==> src/hw/rtl/cct_pkg.sv <==
// ----------------------------------------------------------------------------
// cct_pkg
// Shared types, field widths, calendar limits and the leap-year test for the
// calendar clock tick core.
// ----------------------------------------------------------------------------
package cct_pkg;

    localparam int unsigned HOUR_W  = 5;
    localparam int unsigned MIN_W   = 6;
    localparam int unsigned SEC_W   = 6;
    localparam int unsigned DAY_W   = 5;
    localparam int unsigned MONTH_W = 4;
    localparam int unsigned YEAR_W  = 14;

    // Last value of each field before it wraps
    localparam logic [SEC_W-1:0]   SEC_LAST   = 6'd59;
    localparam logic [MIN_W-1:0]   MIN_LAST   = 6'd59;
    localparam logic [HOUR_W-1:0]  HOUR_LAST  = 5'd23;
    localparam logic [MONTH_W-1:0] MONTH_LAST = 4'd12;
    localparam logic [YEAR_W-1:0]  YEAR_LAST  = 14'd9999;

    localparam logic [DAY_W-1:0]   DAY_FIRST   = 5'd1;
    localparam logic [MONTH_W-1:0] MONTH_FIRST = 4'd1;
    localparam logic [YEAR_W-1:0]  YEAR_RESET  = 14'd1970;

    // Month lengths
    localparam logic [DAY_W-1:0] DAYS_LONG     = 5'd31;
    localparam logic [DAY_W-1:0] DAYS_SHORT    = 5'd30;
    localparam logic [DAY_W-1:0] DAYS_FEB_LEAP = 5'd29;
    localparam logic [DAY_W-1:0] DAYS_FEB      = 5'd28;

    typedef enum logic {
        CMD_TICK = 1'b0,
        CMD_SET  = 1'b1
    } t_cct_cmd;

    typedef struct packed {
        t_cct_cmd             cmd;
        logic [HOUR_W-1:0]    set_hour;
        logic [MIN_W-1:0]     set_minute;
        logic [SEC_W-1:0]     set_second;
        logic [DAY_W-1:0]     set_day;
        logic [MONTH_W-1:0]   set_month;
        logic [YEAR_W-1:0]    set_year;
    } t_cct_in;

    typedef struct packed {
        logic [HOUR_W-1:0]    hour;
        logic [MIN_W-1:0]     minute;
        logic [SEC_W-1:0]     second;
        logic [DAY_W-1:0]     day;
        logic [MONTH_W-1:0]   month;
        logic [YEAR_W-1:0]    year;
    } t_cct_out;

    localparam t_cct_out TIME_RESET = '{
        hour:   '0,
        minute: '0,
        second: '0,
        day:    DAY_FIRST,
        month:  MONTH_FIRST,
        year:   YEAR_RESET
    };

    // Gregorian leap test. The year modulo 25 is found by folding with
    // 128 = 3 (mod 25) twice, then at most three conditional subtracts.
    // Divisible by 100 means by 4 and by 25; by 400 means by 16 and by 25.
    function automatic logic is_leap(input logic [YEAR_W-1:0] year);
        logic [8:0] fold1;
        logic [7:0] fold2;
        logic [7:0] rem25;
        fold1 = {2'b00, year[6:0]} + {2'b00, year[13:7]} + {1'b0, year[13:7], 1'b0};
        fold2 = {1'b0, fold1[6:0]} + {6'b0, fold1[8:7]} + {5'b0, fold1[8:7], 1'b0};
        rem25 = fold2;
        if (rem25 >= 8'd100) begin
            rem25 = rem25 - 8'd100;
        end
        if (rem25 >= 8'd50) begin
            rem25 = rem25 - 8'd50;
        end
        if (rem25 >= 8'd25) begin
            rem25 = rem25 - 8'd25;
        end
        return (year[1:0] == 2'b00) && ((rem25 != 8'd0) || (year[3:0] == 4'b0000));
    endfunction

endpackage

==> src/hw/rtl/cct_next.sv <==
// ----------------------------------------------------------------------------
// cct_next
// Next-time logic: loads the set fields, or advances the held time by one
// second with the carry rippling through minute, hour, day, month and year.
// ----------------------------------------------------------------------------
module cct_next (
    input  cct_pkg::t_cct_in  i_word,
    input  cct_pkg::t_cct_out i_time,
    output cct_pkg::t_cct_out o_time
);
    import cct_pkg::*;

    logic             leap;
    logic [DAY_W-1:0] month_len;
    t_cct_out         next_time;

    // Length of the current month; undefined month codes take February's
    always_comb begin
        leap = is_leap(i_time.year);
        case (i_time.month)
            4'd1, 4'd3, 4'd5, 4'd7, 4'd8, 4'd10, 4'd12: begin
                month_len = DAYS_LONG;
            end
            4'd4, 4'd6, 4'd9, 4'd11: begin
                month_len = DAYS_SHORT;
            end
            default: begin
                month_len = leap ? DAYS_FEB_LEAP : DAYS_FEB;
            end
        endcase
    end

    // Load or advance; each field wraps only when everything below it wrapped
    always_comb begin
        next_time = i_time;
        if (i_word.cmd == CMD_SET) begin
            next_time.hour   = i_word.set_hour;
            next_time.minute = i_word.set_minute;
            next_time.second = i_word.set_second;
            next_time.day    = i_word.set_day;
            next_time.month  = i_word.set_month;
            next_time.year   = i_word.set_year;
        end else if (i_time.second < SEC_LAST) begin
            next_time.second = i_time.second + 1'b1;
        end else begin
            next_time.second = '0;
            if (i_time.minute < MIN_LAST) begin
                next_time.minute = i_time.minute + 1'b1;
            end else begin
                next_time.minute = '0;
                if (i_time.hour < HOUR_LAST) begin
                    next_time.hour = i_time.hour + 1'b1;
                end else begin
                    next_time.hour = '0;
                    if (i_time.day < month_len) begin
                        next_time.day = i_time.day + 1'b1;
                    end else begin
                        next_time.day = DAY_FIRST;
                        if (i_time.month < MONTH_LAST) begin
                            next_time.month = i_time.month + 1'b1;
                        end else begin
                            next_time.month = MONTH_FIRST;
                            next_time.year  = (i_time.year >= YEAR_LAST) ?
                                              '0 : i_time.year + 1'b1;
                        end
                    end
                end
            end
        end
    end

    assign o_time = next_time;

endmodule

==> src/hw/rtl/calendar_clock_tick_core.sv <==
// ----------------------------------------------------------------------------
// calendar_clock_tick_core
// Real-time clock and calendar. Each input word either advances the time by
// one second (tick) or loads hour, minute, second, day, month and year as
// given; every word returns one output word with the time and date after it.
// Months follow the Gregorian leap rule and the year wraps from 9999 to 0.
// After reset the time is 00:00:00 on January 1, 1970. The core takes one
// word per cycle while the output side keeps taking results: a word waits in
// the input register, the combinational next-time logic updates the time
// register, and that register is the output word. The time register holds
// while a result waits to be taken, and the input register keeps taking
// words as long as the output side moves.
// ----------------------------------------------------------------------------
module calendar_clock_tick_core (
    input  logic              i_clk,
    input  logic              i_rst_n,
    input  logic              i_in_valid,
    output logic              o_in_ready,
    input  cct_pkg::t_cct_in  i_in_word,
    output logic              o_out_valid,
    input  logic              i_out_ready,
    output cct_pkg::t_cct_out o_out_word
);
    import cct_pkg::*;

    logic     r_in_valid;
    t_cct_in  r_in_word;
    t_cct_out r_time;
    logic     r_out_valid;
    t_cct_out n_time;
    logic     advance;

    // Move the held word into the time register when the output slot frees
    assign advance    = r_in_valid && (!r_out_valid || i_out_ready);
    assign o_in_ready = !r_in_valid || advance;

    cct_next u_next (
        .i_word (r_in_word),
        .i_time (r_time),
        .o_time (n_time)
    );

    // Control and time state
    always_ff @(posedge i_clk) begin
        if (!i_rst_n) begin
            r_in_valid  <= 1'b0;
            r_out_valid <= 1'b0;
            r_time      <= TIME_RESET;
        end else begin
            if (o_in_ready) begin
                r_in_valid <= i_in_valid;
            end
            if (advance) begin
                r_time      <= n_time;
                r_out_valid <= 1'b1;
            end else if (i_out_ready) begin
                r_out_valid <= 1'b0;
            end
        end
    end

    // Capture the input word
    always_ff @(posedge i_clk) begin
        if (i_in_valid && o_in_ready) begin
            r_in_word <= i_in_word;
        end
    end

    assign o_out_valid = r_out_valid;
    assign o_out_word  = r_time;

endmodule

==> config.mk <==
export PLATFORM = sky130hd
export DESIGN_NAME = calendar_clock_tick_core
export DESIGN_NICKNAME = d
export VERILOG_FILES = /design/src/hw/rtl/cct_pkg.sv /design/src/hw/rtl/cct_next.sv /design/src/hw/rtl/calendar_clock_tick_core.sv
export SDC_FILE = /design/constraint.sdc
export NUM_CORES = 1
export LEC_CHECK = 0
export ABC_AREA = 1
export BUFFER_PORTS_ARGS = -buffer_cell sky130_fd_sc_hd__buf_2
export CORE_MARGIN = 5
export CORE_UTILIZATION = 41
export DETAILED_ROUTE_END_ITERATION = 7
export PLACE_DENSITY = 0.61
export SLEW_MARGIN = 10
export SYNTH_ARGS = -nofsm -noshare
export SYNTH_HDL_FRONTEND = slang
export SYNTH_SLANG_ARGS = --single-unit
==> constraint.sdc <==
create_clock -name i_clk -period 6.95 [get_ports i_clk]
set_input_delay 1.0425 -clock i_clk [delete_from_list [all_inputs] [get_ports i_clk]]
set_output_delay 1.0425 -clock i_clk [all_outputs]
set_load 0.1 [all_outputs]
Word level (Yosys, flattened, before mapping)
Cells that the tools add are included.

Latch bits: 0. Output and inout port bits: 42. ROM bits: 0. Input bits: 45. Memories: 0. RAM bits: 0. Flip-flop bits (word level): 83. Logic and storage cells: 93.

Div/mod/pow operators: 0. Muxes and demuxes: 21. Reductions and logical operators: 19. Equality and inequality tests: 16. Multipliers: 0. Shifts and indexed selects: 0. Bitwise operators: 0. Magnitude comparators: 9. $add $sub $neg: 13.

Operators by type and width (number): 2-to-1 mux 23 bit (3); 2-to-1 mux 40 bit (1); 2-to-1 mux 14 bit (2); 2-to-1 mux 8 bit (3); equality test 4 bit, second input constant (5); 2-to-1 mux 18 bit (1); equality test 4 x 3 -> 1 bit, second input constant (4); 2-to-1 mux 5 bit (3); adder 14 x 1 -> 14 bit, second input constant (1); >= comparator 14 bit, second input constant (1); adder 6 x 1 -> 6 bit, second input constant (2); < comparator 6 bit, second input constant (2); 2-to-1 mux 6 bit (2); 2-to-1 mux 11 bit (1); adder 5 x 1 -> 5 bit, second input constant (2); != test 2 bit, second input constant (5); one-hot mux 5 bit (2 select lines) (1); adder 9 x 8 -> 9 bit (1); adder 7 x 2 -> 8 bit (1); adder 7 x 7 -> 8 bit (1); adder 8 x 3 -> 8 bit (1); >= comparator 8 x 5 -> 1 bit, second input constant (1); >= comparator 8 x 6 -> 1 bit, second input constant (1); >= comparator 8 x 7 -> 1 bit, second input constant (1); 25 further kinds (32).

Depth between registers and ports, before layout
Gate-level depths: netlist (run 1).

Depth after elaboration: 21. Depth in mapped cells: 54. Gate-level depth less buffers: 54.

Modules after synthesis
A second synthesis (run 1) with hierarchy kept.

Cells, all modules: 830. Area, all modules: 6067.1 sq um.

By module, submodules not included: calendar_clock_tick_core (sequential area each 2072.0 sq um, cells each 295, instances 1, area each 3047.9 sq um); cct_next (sequential area each 0.0 sq um, cells each 535, instances 1, area each 3019.1 sq um).

Worst setup path after synthesis (run 1)
Ideal clock, no wire load.

Path type: register -> register. Start point: register r_time, in the netlist o_out_word[9]. End point: register r_time, in the netlist o_out_word[8]. Path slack: -0.455 ns. Path buffers: 1. Data arrival time: 7.276 ns. Setup time: 0.130 ns. Required time: 6.820 ns. Stages on the path, launching flop included: 50. Period minus slack after synthesis: 7.405 ns. Cell sequence: dfxtp_1 -> ha_1 -> a21oi_1 -> nand2_1 -> a21oi_1 -> o21ai_0 -> xnor2_1 -> inv_1 -> ha_1 -> a21oi_1 -> nand3_2 -> a21oi_1 -> o21bai_1 -> fa_1 -> ha_1 -> fa_1 -> xor2_1 -> inv_1 -> [... 14 more ...] -> nand2_1 -> ha_1 -> nand3_1 -> nand2_2 -> nand2_2 -> nand2_1 -> nand2_1 -> nor2_1 -> nand3_1 -> nand2_1 -> nand2_1 -> nand2_1 -> nand2_2 -> nand3_4 -> nand3_4 -> buf_6 -> nand2_1 -> nand3_1.

Cells in the longest elaborated chain, start to end: 18.

Ends and longest elaborated chain: from (decl) (RTL line calendar_clock_tick_core.sv:28) `t_cct_out r_time;`; from (signal assigned) (RTL line calendar_clock_tick_core.sv:54) `r_time <= n_time;`; adder 7 x 7 -> 8 bit (RTL line cct_pkg.sv:72) `fold1 = {2'b00, year[6:0]} + {2'b00, year[13:7]} + {1'b0, year[13:7], 1'b0};`; adder 9 x 8 -> 9 bit (RTL line cct_pkg.sv:72); adder 7 x 2 -> 8 bit (RTL line cct_pkg.sv:73) `fold2 = {1'b0, fold1[6:0]} + {6'b0, fold1[8:7]} + {5'b0, fold1[8:7], 1'b0};`; adder 8 x 3 -> 8 bit (RTL line cct_pkg.sv:73); subtractor 8 x 7 -> 8 bit or >= comparator 8 x 7 -> 1 bit (tied branches) (RTL line cct_pkg.sv:76, cct_pkg.sv:75); 2-to-1 mux 8 bit (RTL line cct_pkg.sv:75) `if (rem25 >= 8'd100) begin`; subtractor 8 x 6 -> 8 bit or >= comparator 8 x 6 -> 1 bit (tied branches) (RTL line cct_pkg.sv:79, cct_pkg.sv:78); 2-to-1 mux 8 bit (RTL line cct_pkg.sv:78) `if (rem25 >= 8'd50) begin`; [... 2 more ...]; nonzero test 8 bit (RTL line cct_pkg.sv:84) `return (year[1:0] == 2'b00) && ((rem25 != 8'd0) || (year[3:0] == 4'b0000));`; logical OR 1 bit (RTL line cct_pkg.sv:84); logical AND 1 bit (RTL line cct_pkg.sv:84); 2-to-1 mux 1 bit (RTL line cct_next.sv:28) `month_len = leap ? DAYS_FEB_LEAP : DAYS_FEB;`; one-hot mux 5 bit (2 select lines) (RTL line cct_next.sv:20) `case (i_time.month)`; < comparator 5 bit (RTL line cct_next.sv:55) `if (i_time.day < month_len) begin`; != test 2 bit (no line); AND reduction 6 bit (no line).

Several ways; a longest one is shown, not always the timed one. The select of a mux whose other input is x is not followed. A chain may end at the register's enable or synchronous reset.

Final worst setup path (run 1)
Start point: register r_time, in the netlist o_out_word[0]. End point: register r_time, in the netlist o_out_word[10].

Same word-level chain as after synthesis.

==> impl_metrics.ini, run 1 <==
[run_status]
status = finished, final reports clean

[place]
port_buffers = 86
post_dp_cell_area_mm2 = 0.00618
hpwl_um = 10000
gp_congestion = 0.894

[sta]
finalCritPeriodShare_pct = 96.5
fin_crit_ns = 6.71
max_freq_ghz = 0.149
maxSlewHeadroom_pct = 52.8
worstMarginPinSlew_ns = 0.707
setup_tns_ns = 0
setup_violations = 0
maxSlewViolCount = 0
fin_hold_ws_ns = 0.496
hold_violations = 0
rsz0062_at_grt = true
fin_skew_ns = 0.00508

[route]
drc = 0
dr.pass1.iters = 5
drt_iter0_markers = 245
ant_nets = 0
vias_per_cell = 5.16
wl_per_cell_um = 14.5
vias = 5069
wirelength_um = 14200

[grt]
grt_max_degree = 38
grt_pass1_wl_um = 22400
gr-max-usage-layer = met2
use_met1_pct = 20.9
antenna_found_initial = 1
grt_util_met3_pct = 3.58
overflow = 0
grtUsageMet2_pct = 28.6
grt_usage_pct = 16.9
grt_pass1_vias = 4873

[clocking]
clock_path_buffers = 2
cts_num_sinks = 83
clk_latency_ns = 0.33
cts_tree = built
cts_root_buf = clkbuf_16
numCtsBuffers = 9
cts_hold_buf = 0
clk_pin_slew_ns = 0.06
htree_num_levels = 3

[cells_and_area]
n_fill_cell = 1214
utilization_pct = 53.1
drive_gt1_share_pct = 31.5
seqCellArea_mm2 = 0.00210
multi_input_area_mm2 = 0.00325
antenna_cells = 0
nNetsFinal = 887
fin_area_mm2 = 0.00698
area_growth_pct = 28.1

[logic_synthesis]
synth_adder_area_share_pct = 9.74
async_flop_share_pct = 0
synth-simple-area-share_pct = 27.6
ys_ff_latch = 83
syn-cell-area_mm2 = 0.00545
synth_top_area_cell = edfxtp_1
yosys-top-cells-area = edfxtp_1, dfxtp_1, nand2_1
synth_nets = 766
synth_compound_area_share_pct = 12.6
synth.yosys.seq_area_share_pct = 38.1
synth_edf_count = 41
synth_mux_area_share_pct = 0
avgSynthCellArea_um2 = 8.00
synth.distinct_cells = 42
synth_xor_area_share_pct = 4.02
synth_top_family_by_area = simple AND/OR/NAND/NOR gates
yosysMostFrequentCell = nand2_1
yosys_warnings = 0
synth_ff_type = dfxtp_1
yosys.area.top_type_share_pct = 22.6
syn_inst = 681
synthTopCellsByCount = nand2_1, inv_1, a21oi_1

[floorplanning]
ios = 87
die_h_um = 125
dieArea_mm2 = 0.0157
start_util_pct = 41.4
coreArea_mm2 = 0.0131
die_width_um = 125
fp-row-count = 42

[power]
vdd_drop_max_mv = 0.153
power_density_mw_per_mm2 = 239
p_leak_nw = 3.21

[worst_setup_path]
start_kind = register
cp_max_fo = 8
cp_common_cell = nand2_1
end_kind = register
cpPeakStageDelay_ns = 0.56
critPathRequiredTime_ns = 7.14
worstPathArrival_ns = 6.89
worst_path_max_delay_cell = fa_2
crit_type = reg2reg

[hold_path]
hp-class = reg2reg

[job]
maxCapViolations = 0
==> worst paths after layout <==
check                             startpoint  slack, ns                          end  cells past startpoint
setup / recovery  o_out_word[0]$_SDFFE_PN0P_       0.24  o_out_word[10]$_SDFFE_PN1P_                     48
hold / removal       r_in_word[29]$_DFFE_PP_       0.50  o_out_word[29]$_SDFFE_PN0P_                      2
setup reg to reg  o_out_word[0]$_SDFFE_PN0P_       0.24  o_out_word[10]$_SDFFE_PN1P_                     48
hold reg to reg      r_in_word[29]$_DFFE_PP_       0.50  o_out_word[29]$_SDFFE_PN0P_                      2
==> layout by cell type, fill, tap and decap left out, types with 3 or more instances in the layout <==
master | Yosys | layout
nand2_4 | 5 | 10
dfxtp_1 | 42 | 31
dfxtp_2 | 0 | 6
inv_1 | 91 | 83
nand3b_1 | 4 | 4
inv_2 | 3 | 10
buf_6 | 2 | 3
nand3_2 | 5 | 9
a221oi_1 | 3 | 3
xor2_1 | 17 | 14
o21ai_0 | 42 | 41
xnor2_1 | 8 | 8
clkbuf_16 | 0 | 9
nor2_2 | 6 | 9
o211ai_1 | 4 | 4
nand3_4 | 4 | 6
a32o_1 | 3 | 3
a32oi_1 | 3 | 3
xor2_2 | 0 | 3
edfxtp_1 | 41 | 41
ha_1 | 36 | 25
buf_2 | 1 | 86
dfxtp_4 | 0 | 5
ha_4 | 0 | 9
fa_2 | 0 | 3
nand4_1 | 23 | 23
a21oi_2 | 1 | 9
a21oi_1 | 52 | 43
nor3_1 | 6 | 5
buf_4 | 1 | 36
nor2_1 | 45 | 42
nand3_1 | 49 | 44
nand2_2 | 20 | 23
nand2_1 | 129 | 121
==> flip-flops by register name, summed over array words and instances, names as in the netlist <==
register	flops
o_out_valid	1
o_out_word	40
r_in_word	41
r_in_valid	1
==> metal layers <==
layer | vias up | part of all wire, % | wire length, um
li1 | 2549 | - | -
met1 | 2328 | 42 | 6030
met2 | 156 | 49 | 6920
met3 | 34 | 5.9 | 839
met4 | 2 | 2.9 | 409
met5 | - | 0.091 | 13
==> final cells by class <==
| type | count | area share [%] |
|---|---|---|
| multi-input cells | 489 | 46.6 |
| flip-flops and latches | 83 | 30.1 |
| repair buffers | 125 | 10.5 |
| inverters | 94 | 5.09 |
| clock buffers | 9 | 3.23 |
| well taps | 176 | 3.16 |
| clock inverters | 7 | 1.31 |
==> worst max-delay path: cells and delay by family, from the launching register on <==
| kind | cells | cell delay [ns] |
|---|---|---|
| XOR/XNOR | 2 | 0.35 |
| adder cells (fa/ha/maj) | 10 | 2.74 |
| buffers and inverters | 3 | 0.19 |
| AND/OR/NAND/NOR | 31 | 2.75 |
| AO/OA/AOI/OAI | 2 | 0.17 |
| flip-flops | 1 | 0.36 |
==> what timing repair did <==
item / 4_1_cts / 5_1_grt
setup endpoints to repair: 19 / 23
pin swaps: 3 / 45
resized for setup: 9 / 64
cloned: 2 / 0
endpoints found under the hold margin: 0 / 0
setup buffers: 2 / 17
==> through the flow <==
step	cells	power [mW]	setup slack [ns]
2_1_floorplan	681	0.970	0.000866
3_3_place_gp	946	1.07	0.0879
3_5_place_dp	946	1.08	-0.142
4_1_cts	966	1.59	0.0356
5_1_grt	983	1.77	-0.227
6_report	983	1.67	0.245
==> report_power, final <==
part	internal (mW)	switching [mW]
registers	0.535	0.0123
clock network	0.314	0.186
logic	0.229	0.393
total	1.08	0.591
==> cells by family (layout without fill, tap and decap cells) <==
family          after synthesis  count (layout)
xor+xnor                     25              25
flops                        83              83
simple gates                302             303
fa+ha+maj                    40              40
buf+inv                     110             235
compound gates              121             121
Note: power is estimated with default switching activity, not from simulation.
==> inputs of run 2 (changes only) <==
--- a/config.mk
+++ b/config.mk
@@ -7,9 +7,10 @@
 export LEC_CHECK = 0
 export ABC_AREA = 1
 export BUFFER_PORTS_ARGS = -buffer_cell sky130_fd_sc_hd__buf_2
-export CORE_MARGIN = 5
+export CORE_MARGIN = 2
 export CORE_UTILIZATION = 41
 export DETAILED_ROUTE_END_ITERATION = 7
+export GPL_TIMING_DRIVEN = 0
 export PLACE_DENSITY = 0.61
 export SLEW_MARGIN = 10
 export SYNTH_ARGS = -nofsm -noshare
==> run 2 against run 1 <==
Effect of this change: utilization grew 2.0 points; critical endpoint is now o_out_word[2]$_SDFFE_PN0P_; clock power increased by 12%; via count increased by 2.0%; non-clock buffer count grew 14; sequential power barely moved; power grew 2.9%; first-iteration DRC count fell by 5.7%; sequential share of layout area is 0.88 points lower; count of clock-buffer cells in the layout grew 1; cell count increased by 1.4%.
==> impl_metrics.ini, run 2 (synthesized netlist as in run 1, its figures left out) <==
[worst_setup_path]
r2r_setup_slack_ns = 0.20
crit_type = reg2reg
cpPeakStageDelay_ns = 0.56
end_kind = register
critPathRequiredTime_ns = 7.22
worst_path_max_delay_cell = fa_2
start_kind = register
r2r.worst_path.cells = 49
r2r_end = o_out_word[2]$_SDFFE_PN0P_
cp_common_cell = nand2_2
cp_max_fo = 7
rr_startpoint = o_out_word[0]$_SDFFE_PN0P_
worstPathArrival_ns = 7.02

[route]
drc = 0
wirelength_um = 14400
drt_iter0_markers = 231
vias = 5172
ant_nets = 0
vias_per_cell = 5.19
wl_per_cell_um = 14.4
dr.pass1.iters = 5

[power]
power_frac_comb_pct = 35.6
seqPwrFrac_pct = 31.9
p_switching_mw = 0.594
vdd_drop_max_mv = 0.139
total_power_mw = 1.72
p_leak_nw = 3.26
power_density_mw_per_mm2 = 238
switching_share_pct = 34.6
clkPwrFrac_pct = 32.6
internal_power_mw = 1.12

[clocking]
clk_latency_ns = 0.34
cts_hold_buf = 0
htree_num_levels = 3
clk_pin_slew_ns = 0.06
clock_path_buffers = 2
cts_tree = built
cts_root_buf = clkbuf_16
numCtsBuffers = 9
cts_num_sinks = 83

[floorplanning]
die_h_um = 119
die_width_um = 119
fp-row-count = 42
ios = 87
dieArea_mm2 = 0.0142
start_util_pct = 41.6
coreArea_mm2 = 0.0131

[sta]
fin_crit_ns = 6.75
hold_violations = 0
worstMarginPinSlew_ns = 0.854
maxSlewHeadroom_pct = 42.8
maxSlewViolCount = 0
fin_hold_ws_ns = 0.492
setup_tns_ns = 0
fin_skew_ns = 0.00693
setup_ws_ns = 0.197
finalCritPeriodShare_pct = 97.2
setup_violations = 0
max_freq_ghz = 0.148
rsz0062_at_grt = true

[cells_and_area]
nNetsFinal = 900
drive_gt1_share_pct = 35.1
final_cells = 997
fin_area_mm2 = 0.00720
largest_register = r_in_word
layout_common_cells = nand2_1, buf_2, inv_1
largest_register_ffs = 41
area_growth_pct = 32.3
utilization_pct = 55.0
final_common_cell = nand2_1

[grt]
grt_pass1_vias = 5014
grt_max_degree = 38
antenna_found_initial = 1
grt_pass1_wl_um = 23500
overflow = 0
grt_usage_pct = 20.1

[place]
post_dp_cell_area_mm2 = 0.00614
port_buffers = 85
gp_congestion = 0.885
hpwl_um = 10200
dp_cells = 943
post-place-ws_ns = -0.561

[run_status]
status = finished, final reports clean

[hold_path]
hp-class = reg2reg
min_to = o_out_word[34]$_SDFFE_PN0P_
hold_start = r_in_word[34]$_DFFE_PP_
hold_path_depth = 2

[job]
maxCapViolations = 0
## run 2: final cells by class
class	count	area (um^2)
multi-input combinational	488	3330
timing repair buffer	124	766
fill	1187	5880
clock inverter	6	111
sequential	83	2100
antenna	1	2.50
inverter	94	355
tap	176	220
buffer	15	76.3
clock buffer	10	239
## run 2: how the worst max path moves through the flow
stage,start,end,slack (ns)
2_1_floorplan,o_out_word[8]$_SDFFE_PN1P_,o_out_word[8]$_SDFFE_PN1P_,0.0009
3_3_place_gp,o_out_word[0]$_SDFFE_PN0P_,o_out_word[8]$_SDFFE_PN1P_,-0.49
3_5_place_dp,o_out_word[0]$_SDFFE_PN0P_,o_out_word[1]$_SDFFE_PN1P_,-0.56
4_1_cts,o_out_word[0]$_SDFFE_PN0P_,o_out_word[0]$_SDFFE_PN0P_,0.0001
5_1_grt,o_out_word[0]$_SDFFE_PN0P_,o_out_word[2]$_SDFFE_PN0P_,-0.24
6_report,o_out_word[0]$_SDFFE_PN0P_,o_out_word[2]$_SDFFE_PN0P_,0.20
## run 2: repair_timing
action	in CTS	in global routing
resized for setup	27	82
setup buffers	23	15
cloned	1	0
pin swaps	22	50
setup endpoints to repair	23	23
## run 2: layer usage
layer	vias to the layer above	share of wire (%)	GRT usage [%]	wire length [um]
met2	165	50	35.1	7150
met3	19	5.6	2.97	801
met5	-	0	0	0
li1	2563	-	-	-
met4	0	1.6	6.40	228
met1	2425	43	25.7	6220
## run 2: power groups by stage
stage                     Sequential (mW)  Combinational [mW]  Clock (mW)
final                               0.547               0.610       0.559
after detailed placement            0.558               0.504           0
after floorplan                     0.604               0.366           0
after global placement              0.558               0.493           0
after global routing                0.549               0.677       0.588
after CTS                           0.547               0.548       0.567
## run 2: critical path, delay by kind of cell, from the launching register on
kind | cells | cell delay (ns)
compound gates | 1 | 0.07
xor+xnor | 2 | 0.34
fa+ha+maj | 8 | 2.37
buf+inv | 6 | 0.78
flops | 1 | 0.36
simple gates | 32 | 2.76
==> inputs of run 3 (changes only) <==
==> constraint.sdc (replaced) <==
create_clock -name i_clk -period 6.95 [get_ports i_clk]
set_input_delay 1.0425 -clock i_clk [delete_from_list [all_inputs] [get_ports i_clk]]
set_output_delay 1.0425 -clock i_clk [all_outputs]
set_load 0.05 [all_outputs]
==> run 3 against run 2 <==
Effect of this change: combinational power fell by 3.8%; final area fell by 2.0%; first-iteration DRC count rose by 53%; clock power fell by 14%; flip-flop and latch count did not move; count of clock-buffer cells in the layout rose by 4; critical path depth rose by 2; worst setup slack got worse by 0.012 ns; clock skew fell by 0.0023 ns; largest cell class unchanged.
==> impl_metrics.ini, run 3 (synthesized netlist as in run 1, its figures left out) <==
[hold_path]
hp-class = reg2reg

[worst_setup_path]
start_kind = register
rr_startpoint = o_out_word[7]$_SDFFE_PN1P_
worst-path-buf-inv = 6
r2r_end = o_out_word[0]$_SDFFE_PN0P_
path_depth = 51
r2r_setup_slack_ns = 0.19
critPathRequiredTime_ns = 7.22
critPathCapture = o_out_word[0]$_SDFFE_PN0P_
cp_common_cell = nand2_1
end_kind = register
crit_type = reg2reg
crit_family = simple AND/OR/NAND/NOR gates
r2r.worst_path.cells = 51
crit_path_start = o_out_word[7]$_SDFFE_PN1P_
cpPeakStageDelay_ns = 0.55
worstPathArrival_ns = 7.04
cp_max_fo = 7
worst_path_max_delay_cell = fa_2

[place]
gp_congestion = 0.927
dp_cells = 943
hpwl_um = 10200
post_dp_cell_area_mm2 = 0.00612
post-place-ws_ns = -0.693
port_buffers = 85

[cells_and_area]
largest_register_ffs = 41
final_common_cell = nand2_1
nNetsFinal = 895
area_growth_pct = 29.6
largest_register = r_in_word
antenna_cells = 0
final_cells = 991
fin_area_mm2 = 0.00706
drive_gt1_share_pct = 30.9
layout_common_cells = nand2_1, buf_2, inv_1

[run_status]
status = finished, final reports clean

[sta]
worstMarginPinSlew_ns = 0.958
setup_violations = 0
max_freq_ghz = 0.148
fin_skew_ns = 0.00459
setup_ws_ns = 0.186
maxSlewHeadroom_pct = 35.9
maxSlewViolCount = 0
finalCritPeriodShare_pct = 97.3
rsz0062_at_grt = true
fin_crit_ns = 6.76
setup_tns_ns = 0
hold_violations = 0

[floorplanning]
coreArea_mm2 = 0.0131
ios = 87
fp-row-count = 42
dieArea_mm2 = 0.0142
die_width_um = 119
die_h_um = 119
start_util_pct = 41.6

[power]
vdd_drop_max_mv = 0.168
p_leak_nw = 3.22
power_density_mw_per_mm2 = 228
total_power_mw = 1.61

[grt]
overflow = 0
grt_usage_pct = 19.8
antenna_found_initial = 1
grtUsageMet2_pct = 36.8
grt_pass1_vias = 4990
grt_max_degree = 32
grt_pass1_wl_um = 22900
use_met1_pct = 23.1
grt_util_met3_pct = 3.69
gr-max-usage-layer = met2

[route]
drc = 0
drt_iter0_markers = 354
wirelength_um = 14200
dr.pass1.iters = 5
vias = 5094
ant_nets = 0
wl_per_cell_um = 14.3
vias_per_cell = 5.14

[clocking]
cts_num_sinks = 83
clk_pin_slew_ns = 0.06
htree_num_levels = 3
numCtsBuffers = 9
cts_hold_buf = 0
clock_path_buffers = 2
cts_root_buf = clkbuf_16
clk_latency_ns = 0.34
cts_tree = built

[job]
maxCapViolations = 0
==> run 3: changes by cell type in the layout (fill, tap and decap cells not counted), moves of 4 or more <==
cell     previous run  this run
inv_2              15         9
nand2_1           104       113
nor2_2              9         5
nand2_2            38        27
inv_1              78        84
a21oi_1            42        46
==> run 3: tightest hold or removal path, delay by kind of cell, from the launching register on <==
| kind | cells | cell delay [ns] |
|---|---|---|
| AOI/OAI and AO/OA | 1 | 0.06 |
| DFF | 1 | 0.32 |
| and+or+nand+nor | 1 | 0.07 |
==> run 3: final cells by class <==
cell class	count	area, um^2
Sequential cell	83	2100
Tap cell	176	220
Clock inverter	2	33.8
Timing Repair Buffer	118	713
Buffer	16	83.8
Fill cell	1179	6030
Inverter	94	355
Clock buffer	14	264
Multi-Input combinational cell	488	3290
==> run 3: per-stage QoR <==
| stage | utilization (%) | hold WS, ns |
|---|---|---|
| finish | 53.9 | 0.482 |
| global route | 53.9 | 0.540 |
| CTS | 51.6 | 0.483 |
| detailed placement | 46.8 | 0.482 |
| global placement | 46.6 | 0.461 |
| floorplan | - | 0.449 |
==> run 3: how the worst min path moves through the flow <==
stage                             from  slack, ns                           to  depth (start not counted)
2_1_floorplan  r_in_word[34]$_DFFE_PP_       0.45  o_out_word[34]$_SDFFE_PN0P_                          2
3_3_place_gp   r_in_word[34]$_DFFE_PP_       0.46  o_out_word[34]$_SDFFE_PN0P_                          2
3_5_place_dp   r_in_word[34]$_DFFE_PP_       0.48  o_out_word[34]$_SDFFE_PN0P_                          2
4_1_cts        r_in_word[34]$_DFFE_PP_       0.48  o_out_word[34]$_SDFFE_PN0P_                          2
5_1_grt        r_in_word[34]$_DFFE_PP_       0.54  o_out_word[34]$_SDFFE_PN0P_                          2
6_report       r_in_word[34]$_DFFE_PP_       0.48  o_out_word[34]$_SDFFE_PN0P_                          2
==> run 3: routing by layer <==
metal	share of wire (%)	wire, um
met5	0	0
met4	1.4	201
met3	4.5	635
met2	51	7300
met1	43	6060
==> run 3: what timing repair did <==
action | 4_1_cts | 5_1_grt
gates resized for setup | 35 | 60
hold endpoints to repair | 0 | 0
setup buffers | 21 | 10
gates cloned | 1 | 0
setup endpoints to repair | 23 | 23
pin swaps | 23 | 39
==> run 3: where the power goes <==
group          switching, mW  internal [mW]  total [mW]
logic                  0.361          0.226       0.587
registers             0.0127          0.534       0.547
clock network          0.181          0.297       0.478
total                  0.555           1.06        1.61
